`src/slwc_pkg.sv`:
```
// Package for the size-weighted LRU cache directory.
// Holds widths, register indexes, directory op codes and the command/status structs.
// No dependencies.
`timescale 1ns / 1ps
`default_nettype none

package slwc_pkg;

	// Table and field widths
	localparam int ENTRIES = 16;
	localparam int IDX_W   = $clog2(ENTRIES);
	localparam int CNT_W   = $clog2(ENTRIES + 1);
	localparam int KEY_W   = 32;
	localparam int SIZE_W  = 16;
	localparam int CAP_W   = 20;

	// Configuration port
	localparam int ADDR_W  = 3;
	localparam int DATA_W  = 32;
	localparam logic [0:0] REG_MAX_CAPACITY = 1'b0;
	localparam logic [CAP_W-1:0] CAP_RESET = CAP_W'(65536);

	// Directory operations
	localparam logic [1:0] DIR_NOP    = 2'd0;
	localparam logic [1:0] DIR_TOUCH  = 2'd1;
	localparam logic [1:0] DIR_EVICT  = 2'd2;
	localparam logic [1:0] DIR_INSERT = 2'd3;

	typedef struct packed {
		logic [1:0]        op;
		logic [IDX_W-1:0]  idx;
		logic [IDX_W-1:0]  rank;
		logic [IDX_W-1:0]  ref_rank;
		logic [KEY_W-1:0]  key;
		logic [SIZE_W-1:0] size;
	} dir_cmd_t;

	typedef struct packed {
		logic              rd_valid;
		logic [KEY_W-1:0]  rd_key;
		logic [IDX_W-1:0]  rd_rank;
		logic [IDX_W-1:0]  victim;
		logic [SIZE_W-1:0] victim_size;
		logic [IDX_W-1:0]  free_slot;
	} dir_stat_t;

endpackage

`default_nettype wire

```
`src/slwc_dir.sv`:
```
// Entry table: keys, sizes, valid bits and recency ranks.
// Applies touch, evict and insert commands; reports the scanned entry, LRU victim, free slot.
// Depends on slwc_pkg.
`timescale 1ns / 1ps
`default_nettype none

module slwc_dir (
	input  wire                         clk,
	input  wire                         arst_n,
	input  wire [slwc_pkg::IDX_W-1:0]   scan_idx,
	input  wire slwc_pkg::dir_cmd_t     cmd,
	output slwc_pkg::dir_stat_t         stat
);

	logic [slwc_pkg::KEY_W-1:0]  keys_q  [slwc_pkg::ENTRIES];
	logic [slwc_pkg::SIZE_W-1:0] sizes_q [slwc_pkg::ENTRIES];
	logic [slwc_pkg::ENTRIES-1:0] valid_q;
	logic [slwc_pkg::IDX_W-1:0]  rank_q  [slwc_pkg::ENTRIES];

	logic [slwc_pkg::IDX_W-1:0] victim;
	logic [slwc_pkg::IDX_W-1:0] free_slot;

	// LRU victim and lowest free slot, lowest index wins
	always_comb begin
		victim    = '0;
		free_slot = '0;
		for (int i = slwc_pkg::ENTRIES - 1; i >= 0; i--) begin
			if (valid_q[i] && rank_q[i] == '0) begin
				victim = slwc_pkg::IDX_W'(i);
			end
			if (!valid_q[i]) begin
				free_slot = slwc_pkg::IDX_W'(i);
			end
		end
	end

	always_comb begin
		stat.rd_valid    = valid_q[scan_idx];
		stat.rd_key      = keys_q[scan_idx];
		stat.rd_rank     = rank_q[scan_idx];
		stat.victim      = victim;
		stat.victim_size = sizes_q[victim];
		stat.free_slot   = free_slot;
	end

	// Payload storage, written on insert only
	always_ff @(posedge clk) begin
		if (cmd.op == slwc_pkg::DIR_INSERT) begin
			keys_q[cmd.idx]  <= cmd.key;
			sizes_q[cmd.idx] <= cmd.size;
		end
	end

	// Valid bits and recency ranks
	always_ff @(posedge clk or negedge arst_n) begin
		if (!arst_n) begin
			valid_q <= '0;
			for (int i = 0; i < slwc_pkg::ENTRIES; i++) begin
				rank_q[i] <= '0;
			end
		end else begin
			case (cmd.op)
				slwc_pkg::DIR_TOUCH: begin
					for (int i = 0; i < slwc_pkg::ENTRIES; i++) begin
						if (valid_q[i] && rank_q[i] > cmd.ref_rank) begin
							rank_q[i] <= rank_q[i] - 1'b1;
						end
					end
					rank_q[cmd.idx] <= cmd.rank;
				end
				slwc_pkg::DIR_EVICT: begin
					for (int i = 0; i < slwc_pkg::ENTRIES; i++) begin
						if (valid_q[i] && rank_q[i] != '0) begin
							rank_q[i] <= rank_q[i] - 1'b1;
						end
					end
					valid_q[cmd.idx] <= 1'b0;
					rank_q[cmd.idx]  <= '0;
				end
				slwc_pkg::DIR_INSERT: begin
					valid_q[cmd.idx] <= 1'b1;
					rank_q[cmd.idx]  <= cmd.rank;
				end
				default: begin
				end
			endcase
		end
	end

endmodule

`default_nettype wire

```
`src/slwc_seq.sv`:
```
// Request sequencer: key scan, hit/miss decision, eviction loop, insert, result register.
// One shared add/subtract unit serves the budget check and the occupancy updates.
// Depends on slwc_pkg.
`timescale 1ns / 1ps
`default_nettype none

module slwc_seq (
	input  wire                          clk,
	input  wire                          arst_n,
	input  wire  [slwc_pkg::CAP_W-1:0]   max_capacity,
	input  wire                          in_valid,
	output logic                         in_ready,
	input  wire  [slwc_pkg::KEY_W-1:0]   item_key,
	input  wire  [slwc_pkg::SIZE_W-1:0]  item_size,
	output logic                         out_valid,
	input  wire                          out_ready,
	output logic                         hit,
	output logic                         stored,
	output logic [4:0]                   evicted_count,
	output logic [slwc_pkg::CAP_W-1:0]   used_total,
	output logic [slwc_pkg::IDX_W-1:0]   scan_idx,
	output slwc_pkg::dir_cmd_t           cmd,
	input  wire slwc_pkg::dir_stat_t     stat
);

	localparam logic [2:0] S_IDLE   = 3'd0;
	localparam logic [2:0] S_SCAN   = 3'd1;
	localparam logic [2:0] S_DECIDE = 3'd2;
	localparam logic [2:0] S_CHECK  = 3'd3;
	localparam logic [2:0] S_EVICT  = 3'd4;
	localparam logic [2:0] S_INSERT = 3'd5;
	localparam logic [2:0] S_DONE   = 3'd6;

	logic [2:0]                   state_q;
	logic [slwc_pkg::KEY_W-1:0]   key_q;
	logic [slwc_pkg::SIZE_W-1:0]  size_q;
	logic [slwc_pkg::IDX_W-1:0]   idx_q;
	logic                         found_q;
	logic [slwc_pkg::IDX_W-1:0]   found_idx_q;
	logic [slwc_pkg::IDX_W-1:0]   found_rank_q;
	logic [slwc_pkg::CNT_W-1:0]   count_q;
	logic [slwc_pkg::CAP_W-1:0]   occ_q;
	logic [4:0]                   evict_q;
	logic                         hit_q;
	logic                         stored_q;

	logic [slwc_pkg::SIZE_W-1:0]  operand;
	logic [slwc_pkg::CAP_W:0]     alu_out;
	logic                         must_evict;
	logic                         scan_match;

	// Shared adder: subtract victim size on evict, add request size otherwise
	always_comb begin
		operand = (state_q == S_EVICT) ? stat.victim_size : size_q;
		if (state_q == S_EVICT) begin
			alu_out = {1'b0, occ_q} - (slwc_pkg::CAP_W + 1)'(operand);
		end else begin
			alu_out = {1'b0, occ_q} + (slwc_pkg::CAP_W + 1)'(operand);
		end
	end

	assign must_evict = (count_q != '0) &&
		((alu_out > {1'b0, max_capacity}) ||
		 (count_q >= slwc_pkg::CNT_W'(slwc_pkg::ENTRIES)));

	assign scan_match = stat.rd_valid && (stat.rd_key == key_q);

	// Directory command for the current step
	always_comb begin
		cmd          = '0;
		cmd.op       = slwc_pkg::DIR_NOP;
		cmd.key      = key_q;
		cmd.size     = size_q;
		cmd.ref_rank = found_rank_q;
		case (state_q)
			S_DECIDE: begin
				if (found_q) begin
					cmd.op   = slwc_pkg::DIR_TOUCH;
					cmd.idx  = found_idx_q;
					cmd.rank = slwc_pkg::IDX_W'(count_q - 1'b1);
				end
			end
			S_EVICT: begin
				cmd.op  = slwc_pkg::DIR_EVICT;
				cmd.idx = stat.victim;
			end
			S_INSERT: begin
				cmd.op   = slwc_pkg::DIR_INSERT;
				cmd.idx  = stat.free_slot;
				cmd.rank = slwc_pkg::IDX_W'(count_q);
			end
			default: begin
			end
		endcase
	end

	assign scan_idx      = idx_q;
	assign in_ready      = (state_q == S_IDLE);
	assign out_valid     = (state_q == S_DONE);
	assign hit           = hit_q;
	assign stored        = stored_q;
	assign evicted_count = evict_q;
	assign used_total    = occ_q;

	// Request payload
	always_ff @(posedge clk) begin
		if (in_valid && state_q == S_IDLE) begin
			key_q  <= item_key;
			size_q <= item_size;
		end
	end

	// Sequencer
	always_ff @(posedge clk or negedge arst_n) begin
		if (!arst_n) begin
			state_q      <= S_IDLE;
			idx_q        <= '0;
			found_q      <= 1'b0;
			found_idx_q  <= '0;
			found_rank_q <= '0;
			count_q      <= '0;
			occ_q        <= '0;
			evict_q      <= '0;
			hit_q        <= 1'b0;
			stored_q     <= 1'b0;
		end else begin
			case (state_q)
				S_IDLE: begin
					if (in_valid) begin
						idx_q    <= '0;
						found_q  <= 1'b0;
						evict_q  <= '0;
						hit_q    <= 1'b0;
						stored_q <= 1'b0;
						state_q  <= S_SCAN;
					end
				end
				// one entry compared per cycle
				S_SCAN: begin
					if (scan_match) begin
						found_q      <= 1'b1;
						found_idx_q  <= idx_q;
						found_rank_q <= stat.rd_rank;
					end
					idx_q <= idx_q + 1'b1;
					if (idx_q == slwc_pkg::IDX_W'(slwc_pkg::ENTRIES - 1)) begin
						state_q <= S_DECIDE;
					end
				end
				S_DECIDE: begin
					if (found_q) begin
						hit_q    <= 1'b1;
						stored_q <= 1'b1;
						state_q  <= S_DONE;
					end else if (slwc_pkg::CAP_W'(size_q) > max_capacity) begin
						state_q <= S_DONE;
					end else begin
						state_q <= S_CHECK;
					end
				end
				S_CHECK: begin
					state_q <= must_evict ? S_EVICT : S_INSERT;
				end
				S_EVICT: begin
					occ_q   <= alu_out[slwc_pkg::CAP_W-1:0];
					count_q <= count_q - 1'b1;
					evict_q <= evict_q + 1'b1;
					state_q <= S_CHECK;
				end
				S_INSERT: begin
					occ_q    <= alu_out[slwc_pkg::CAP_W-1:0];
					count_q  <= count_q + 1'b1;
					stored_q <= 1'b1;
					state_q  <= S_DONE;
				end
				S_DONE: begin
					if (out_ready) begin
						state_q <= S_IDLE;
					end
				end
				default: begin
					state_q <= S_IDLE;
				end
			endcase
		end
	end

endmodule

`default_nettype wire

```
`src/size_weighted_lru_cache.sv`:
```
// Size-weighted LRU cache directory, top level.
// Budget register on the APB-style port; instantiates slwc_seq and slwc_dir.
// Depends on slwc_pkg, slwc_dir, slwc_seq.
//
// Usage:
//   Requests (item_key, item_size) enter on in_valid/in_ready; one result
//   (hit, stored, evicted_count, used_total) leaves on out_valid/out_ready.
//   One item is processed at a time; in_ready is high only while idle.
//   From accept to out_valid, the item passes the key scan through the entry
//   table (one entry per cycle), then the hit/miss decision. A hit or an item
//   too large for the budget then completes; a stored miss runs the eviction
//   loop (check, then remove, on one shared adder) per evicted entry, then inserts.
//   The result stays held while out_ready is low; no new item is taken then.
//   Reset clears the table (all entries invalid), the occupancy total and sets
//   max_capacity to 65536. max_capacity is written at byte address 0 and may be
//   changed only while no item is in flight.
`timescale 1ns / 1ps
`default_nettype none

module size_weighted_lru_cache (
	input  wire                           clk,
	input  wire                           arst_n,
	// configuration port
	input  wire                           psel,
	input  wire                           penable,
	input  wire                           pwrite,
	input  wire  [slwc_pkg::ADDR_W-1:0]   paddr,
	input  wire  [slwc_pkg::DATA_W-1:0]   pwdata,
	output logic [slwc_pkg::DATA_W-1:0]   prdata,
	output logic                          pready,
	// request channel
	input  wire                           in_valid,
	output logic                          in_ready,
	input  wire  [slwc_pkg::KEY_W-1:0]    item_key,
	input  wire  [slwc_pkg::SIZE_W-1:0]   item_size,
	// result channel
	output logic                          out_valid,
	input  wire                           out_ready,
	output logic                          hit,
	output logic                          stored,
	output logic [4:0]                    evicted_count,
	output logic [slwc_pkg::CAP_W-1:0]    used_total
);

	logic [slwc_pkg::CAP_W-1:0]  max_capacity_q;
	logic                        reg_sel;
	logic [slwc_pkg::IDX_W-1:0]  scan_idx;
	slwc_pkg::dir_cmd_t          dir_cmd;
	slwc_pkg::dir_stat_t         dir_stat;

	// Budget register
	assign reg_sel = (paddr[2] == slwc_pkg::REG_MAX_CAPACITY);
	assign pready  = 1'b1;

	always_ff @(posedge clk or negedge arst_n) begin
		if (!arst_n) begin
			max_capacity_q <= slwc_pkg::CAP_RESET;
		end else if (psel && penable && pwrite && reg_sel) begin
			max_capacity_q <= pwdata[slwc_pkg::CAP_W-1:0];
		end
	end

	assign prdata = reg_sel ? slwc_pkg::DATA_W'(max_capacity_q) : '0;

	slwc_seq u_seq (
		.clk           (clk),
		.arst_n        (arst_n),
		.max_capacity  (max_capacity_q),
		.in_valid      (in_valid),
		.in_ready      (in_ready),
		.item_key      (item_key),
		.item_size     (item_size),
		.out_valid     (out_valid),
		.out_ready     (out_ready),
		.hit           (hit),
		.stored        (stored),
		.evicted_count (evicted_count),
		.used_total    (used_total),
		.scan_idx      (scan_idx),
		.cmd           (dir_cmd),
		.stat          (dir_stat)
	);

	slwc_dir u_dir (
		.clk      (clk),
		.arst_n   (arst_n),
		.scan_idx (scan_idx),
		.cmd      (dir_cmd),
		.stat     (dir_stat)
	);

endmodule

`default_nettype wire

```
`config.mk`:
```
export PLATFORM = sky130hd
export DESIGN_NAME = size_weighted_lru_cache
export DESIGN_NICKNAME = d
export VERILOG_FILES = /design/src/slwc_pkg.sv /design/src/slwc_dir.sv /design/src/slwc_seq.sv /design/src/size_weighted_lru_cache.sv
export SDC_FILE = /design/constraint.sdc
export NUM_CORES = 2
export LEC_CHECK = 0
export BUFFER_PORTS_ARGS = -buffer_cell sky130_fd_sc_hd__buf_2
export CAP_MARGIN = 0
export CORE_ASPECT_RATIO = 0.75
export CORE_MARGIN = 2
export CORE_UTILIZATION = 50
export DETAILED_ROUTE_END_ITERATION = 10
export GPL_TIMING_DRIVEN = 0
export MAX_ROUTING_LAYER = met4
export PLACE_DENSITY = 0.71
export SKIP_LAST_GASP = 1
export SYNTH_ARGS = -nofsm -noshare
export SYNTH_HDL_FRONTEND = slang
export SYNTH_SLANG_ARGS = --single-unit
```
`constraint.sdc`:
```
create_clock -name clk -period 11.4 [get_ports clk]
set_clock_uncertainty 0.05 [all_clocks]
set_input_delay 0 -clock clk [delete_from_list [all_inputs] [get_ports clk]]
set_output_delay 0 -clock clk [all_outputs]
set_load 0.005 [all_outputs]
```
======== After elaboration in Yosys (flattened, before gate mapping) ========
Memory sizes are Yosys's and may differ from the RTL's.
Cells that the tools add are included.
storage, ports and cells
  bits of input ports ..................... 90
  word-level logic and storage cells ...... 344
  RAM bits ................................ 768
  memories kept ........................... 2
  flip-flop bits (word level) ............. 196
cells by class
  bitwise operators ....................... 8
  reduce and logical (&&, ||, !) cells .... 106
  muxes and demuxes ....................... 135
  $lt $le $gt $ge ......................... 25
  eq/ne operators ......................... 16
  $add $sub $neg .......................... 22
memory list
  memory         words  bits a word  read ports  clocked after Yosys merged registers in  write ports  line            source
  u_dir.keys_q   16     32           1           0                                        1            slwc_dir.sv:15  logic [slwc_pkg::KEY_W-1:0] keys_q [slwc_pkg::ENTRIES];
  u_dir.sizes_q  16     16           1           0                                        1            slwc_dir.sv:16  logic [slwc_pkg::SIZE_W-1:0] sizes_q [slwc_pkg::ENTRIES];
operator list
  operator             number
  $mux 4               100
  $pmux 64 s3          1
  $bwmux 64            2
  $and 64x64->64       1
  $gt 4x4->1           16
  $logic_not 4->1      16
  $not 64->64          1
  $reduce_bool 4->1    16
  $sub 4x1->4 const B  16
  $logic_and 1x1->1    56
  $eq 32x32->1         1
  $pmux 16 s2          1
  $add 20x16->21       1
  $gt 21x20->1         1
  $mux 21              1
  $pmux 3 s7           1
  $sub 20x16->21       1
  $gt 16x20->1         1
  $mux 20              1
  $pmux 5 s2           2
  $pmux 6 s3           1
  $and 16x16->16       1
  $bmux 4 s4           1
  $demux 4 s4          1
  37 further kinds     72

======== Longest topological paths before layout ========
  depth after elaboration ................. 27
  gate-level depth with buffers ........... 36

======== By module ========
A second synthesis with hierarchy kept.
unflattened totals
  cells, all modules ...................... 3,139
  area total of the unflattened synthesis .. 45,451.1 um^2
by module, submodules not included
  module                   area an instance (um^2)  cells an instance  times used
  slwc_dir                 37,972.7                 2,397              1
  slwc_seq                 6,392.4                  662                1
  size_weighted_lru_cache  1,086.0                  80                 1

======== Least setup slack after synthesis ========
No wires, ideal clock.
  path type ............................... flip-flop to flip-flop
  start point ............................. register u_dir.rank_q[36] in the netlist's numbering
  end point ............................... register u_seq.state_q[0]
  arrival ................................. 7,176 ps
  path buffers ............................ 1
  data required time ...................... 11,263 ps
  clock period less this slack ............ 7,313 ps
  stages on the path, launching flop included .. 34
  setup slack ............................. 4,087 ps
  cells stage by stage .................... dfrtp_1 -> inv_1 -> ha_1 -> nor4bb_4 -> or4_4 -> a311oi_4 -> buf_4 -> mux2i_1 -> a211oi_1 -> or4_1 -> o211ai_2 -> ha_1 -> nor3b_1 -> nand2_1 -> nand2_1 -> a21oi_1 -> ha_1 -> o21ai_0 -> a21oi_1 -> o41ai_1 -> o21ai_0 -> nor4_1 -> o31ai_1 -> o41a_1 -> xor2_1 -> ha_1 -> nand2_1 -> or2_2 -> nor3_1 -> nand2_1 -> o21ai_0 -> o21ai_0 -> a211o_1 -> o211ai_1
between the ends
  cells in the longest elaborated chain, start to end .. 18
  elaborated cells between the ends (all ways) .. 19
  those cells by class .................... 2 x add/sub; 1 x order compare; 11 x mux; 4 x reduce/logical; 1 x memory
RTL lines
  what                                              line                            source
  start: declaration                                slwc_dir.sv:18                  logic [slwc_pkg::IDX_W-1:0] rank_q [slwc_pkg::ENTRIES];
  start signal: indexed assignment                  slwc_dir.sv:66                  rank_q[i] <= rank_q[i] - 1'b1;
  start signal: indexed assignment                  slwc_dir.sv:69                  rank_q[cmd.idx] <= cmd.rank;
  start signal: indexed assignment                  slwc_dir.sv:74                  rank_q[i] <= rank_q[i] - 1'b1;
  $logic_not 4->1 (*)                               slwc_dir.sv:28                  if (valid_q[i] && rank_q[i] == '0) begin
  $logic_and 1x1->1 (*)                             slwc_dir.sv:28
  $mux 4 (*) (7 in a row)                           slwc_dir.sv:28
  $mem_v2 16x16 (*)                                 n/a
  $mux 16 (*)                                       slwc_seq.sv:54                  operand = (state_q == S_EVICT) ? stat.victim_size : size_q;
  $add 20x16->21 or $sub 20x16->21 (tied branches)  slwc_seq.sv:58, slwc_seq.sv:56
  $mux 21 (*)                                       slwc_seq.sv:55                  if (state_q == S_EVICT) begin
  via u_seq.alu_out, one bit                        slwc_seq.sv:48                  logic [slwc_pkg::CAP_W:0] alu_out;
  $gt 21x20->1 (*)                                  slwc_seq.sv:63                  ((alu_out > {1'b0, max_capacity}) ||
  $logic_or 1x1->1 (*)                              slwc_seq.sv:63
  $logic_and 1x1->1 (*)                             slwc_seq.sv:62                  assign must_evict = (count_q != '0) &&
  $mux 1 (*)                                        slwc_seq.sv:162                 state_q <= must_evict ? S_EVICT : S_INSERT;
  $pmux 3 s7 (*)                                    slwc_seq.sv:127                 case (state_q)
  end signal: assignment                            slwc_seq.sv:162
  end: declaration                                  slwc_seq.sv:34                  logic [2:0] state_q;
Mark *: on every way through the listed nets, which the timed path passes. The rest lies on a longest branch.
A chain may end at the register's enable or synchronous reset.

==> impl_metrics.yaml <==
worst_setup_path:
  reg2reg_to: "u_seq.state_q[0]"
  critPathSlowestCell: "nor4bb_1"
  cpPeakStageDelay_ps: 1260
  worst-r2r-setup-slack_ps: 1040
  rr_worst_depth: 33
  crit_arrival_ps: 10850
  cp_common_cell: "o21ai_0"
  start_kind: "flip-flop"
  required_ps: 11890
  end_kind: "flip-flop"
  worstPathMaxFanout: 10
  worstSetupPathType: "reg -> reg"
placement:
  post-place-ws_ps: 1591
  port-buffer-count: 124
  place_congestion: 0.9932
  hpwl_um: 85160
synth:
  synth.distinct_cells: 103
  synth_most_common_cell: "edfxtp_1"
  ys_seq_elements: 964
  synth_ff_type: "edfxtp_1"
  syn_inst: 3237
  yosysWarnings: 0
  synth_top_area_cell: "edfxtp_1"
  synth_top_area_share_pct: 54.14
  synth-edff-count: 816
  seq_area_frac_synth_pct: 62.32
  synthTopCellsByCount: "816 x edfxtp_1, 285 x nand2_1, 176 x mux2i_1"
  synthTopCellsByArea: "edfxtp_1 54%, dfrtp_1 8.1%, mux4_2 5.8%"
  synth_area_um2: 45260
  synthArstFlopShare_pct: 15.35
  avgSynthCellArea_um2: 13.98
clock_network:
  cts_tree: "yes"
  cts_buffers: 94
  clk_pin_slew_ps: 70
  clock_path_buffers: 3
  cts_root_buffer: "clkbuf_16"
  clkLatencyLatePin_ps: 680
  cts_resized: 0
  htreeDepth: 3
  cts_sinks: 964
worst_hold_path:
  holdPathStages: 2
  holdCritStartpoint: "item_key[3]"
  hold_class: "in -> reg"
  hold_path_end: "u_seq.key_q[3]"
sta:
  slew_headroom_pct: -1.622
  report.final.slew_viol_count: 4
  period_needed_ps: 10360
  finalSetupTns_ps: 0
  worstMarginPinSlew_ps: 1504
  finalSetupViolCount: 0
  fin_crit_sh_pct: 90.91
  rsz0062_at_grt: "no"
  hold_viol: 0
  max_freq_mhz: 96.50
  setup_ws_ps: 1037
floorplan:
  initial_core_util_pct: 50.50
  die_y_um: 264.6
  die_w_um: 351.4
  num_io_pins: 152
  core_um2: 89620
  fp-row-count: 95
  design.die.area_um2: 92970
cells_and_area:
  areaGrowthSynthToFinish_pct: 16.01
  drive_gt1_share_pct: 15.93
  nFillCells: 6943
  diodes: 0
  nets: 3849
power:
  total_power_mw: 11.17
  total_leakage_power_nw: 18.81
  power.density_nw_per_um2: 212.7
  peakVddDrop_mv: 0.1543
job:
  drv_cap: 1
detailed_routing:
  vias_per_cell: 6.292
  ant_nets: 0
  drt_first_iter_violations: 4991
  firstDrtPassIters: 6
  routed_wl_um: 130700
  drc_errors: 0
  vias: 30860
  wl_per_cell_um: 26.66
status:
  violations: "max-capacitance violations, max-slew violations"
  outcome: "finished, violations left"
global_route:
  grt_antenna_before_repair: 0
  grt_pass1_wl_um: 191900
  grt_max_degree: 93
  first_global_vias: 29230
  grt_overflow: 0
  track_usage_pct: 28.75
-- worst max path at each step --
stage | end | slack [ps]
CTS | u_seq.state_q[0] | 1500
global route | u_seq.state_q[0] | 710
floorplan | u_seq.state_q[0] | 4090
finish | u_seq.state_q[0] | 1040
global placement | u_dir.keys_q[11][24] | 730
detailed placement | u_seq.state_q[0] | 1590
-- state kept, by name, indices dropped and copies added, names as in the netlist, 3 cells and up, named ones only --
name                 cells
u_dir.keys_q           512
u_dir.sizes_q          256
u_seq.key_q             32
max_capacity_q          20
u_seq.used_total        20
u_dir.rank_q            16
u_seq.size_q            16
u_seq.count_q            5
u_seq.evicted_count      5
u_seq.found_idx_q        4
u_seq.found_rank_q       4
u_seq.scan_idx           4
u_seq.state_q            3
-- final cells by class --
| cell class | count | area (um^2) | share of cell area, % |
|---|---|---|---|
| Sequential cell | 964 | 28210 | 53.72 |
| Tap cell | 1212 | 1516 | 2.888 |
| Buffer | 177 | 848.3 | 1.616 |
| Multi-Input combinational cell | 2011 | 16010 | 30.49 |
| Timing Repair Buffer | 269 | 2482 | 4.728 |
| Clock inverter | 62 | 588.1 | 1.120 |
| Clock buffer | 113 | 2495 | 4.751 |
| Inverter | 96 | 362.8 | 0.6910 |
-- worst max-delay path, delay by kind of cell, from the launching register on --
kind            cells  cell delay (ps)
compound gates     13             3600
simple gates       11             3580
buf+inv             3             1040
fa+ha+maj           4             1170
xor+xnor            2              320
flops               1              450
-- what timing repair did --
action	CTS	global route
setup endpoints to repair	0	0
hold buffers	109	0
setup buffers	0	0
hold endpoints to repair	224	0
-- per-stage QoR --
stage	cells	area [um^2]	hold WS [ps]	utilization (%)
floorplan	3248	45300	-345.6	-
global placement	4584	47440	126.3	52.93
detailed placement	4619	48310	-70.92	53.90
CTS	4903	52500	13.37	58.58
global route	4904	52510	17.59	58.59
finish	4904	52510	32.94	58.59
-- cells by family (layout without fill, tap and decap cells) --
group / count (synthesis) / in the layout / share of synthesized area [%]
flip-flops: 964 / 964 / 62.32
AO/OA/AOI/OAI: 680 / 680 / 10.29
multiplexers: 337 / 337 / 10.92
other: 2 / 13 / 0.01659
XOR/XNOR: 64 / 64 / 1.238
AND/OR/NAND/NOR: 771 / 771 / 8.492
adder cells (fa/ha/maj): 146 / 146 / 4.053
buffers and inverters: 273 / 717 / 2.670
-- power breakdown --
part / leakage [nW] / switching (mW) / internal [mW]
Sequential: 9.28 / 0.277 / 4.10
Combinational: 8.01 / 2.22 / 1.40
Clock: 1.52 / 1.38 / 1.79
-- metal layers --
metal	GRT usage, %	vias to the layer above	share of wire, %
li1	-	13350	-
met5	-	-	0
met2	40.82	1797	44
met1	42.29	15480	42
met3	6.378	232	12
met4	6.838	0	2.4
-- cells in the final DEF, fill, tap and decap left out, types with 14 or more instances in the layout --
master / count
xor2_1: 27
a221oi_1: 64
nor2_4: 15
dlygate4sd3_1: 108
nor4_1: 23
buf_4: 18
nor2b_1: 27
o21a_1: 35
buf_12: 25
o21ai_0: 170
clkbuf_16: 95
nand2b_1: 32
a21oi_1: 120
edfxtp_1: 816
dfrtp_1: 147
a22o_1: 22
ha_1: 145
a211oi_1: 20
nor2_1: 159
nand2_1: 285
mux2_2: 37
o22ai_1: 29
o211ai_1: 29
clkinv_2: 23
a21o_1: 22
buf_2: 153
a31oi_1: 19
nand4_1: 38
xnor2_1: 37
clkbuf_1: 116
mux4_2: 116
nand3_1: 52
inv_1: 95
and3_1: 20
a22oi_1: 36
and2_1: 14
clkinv_1: 19
nor3_1: 34
mux2i_1: 176
buf_1: 18
Power figures use the tool's default switching activity.
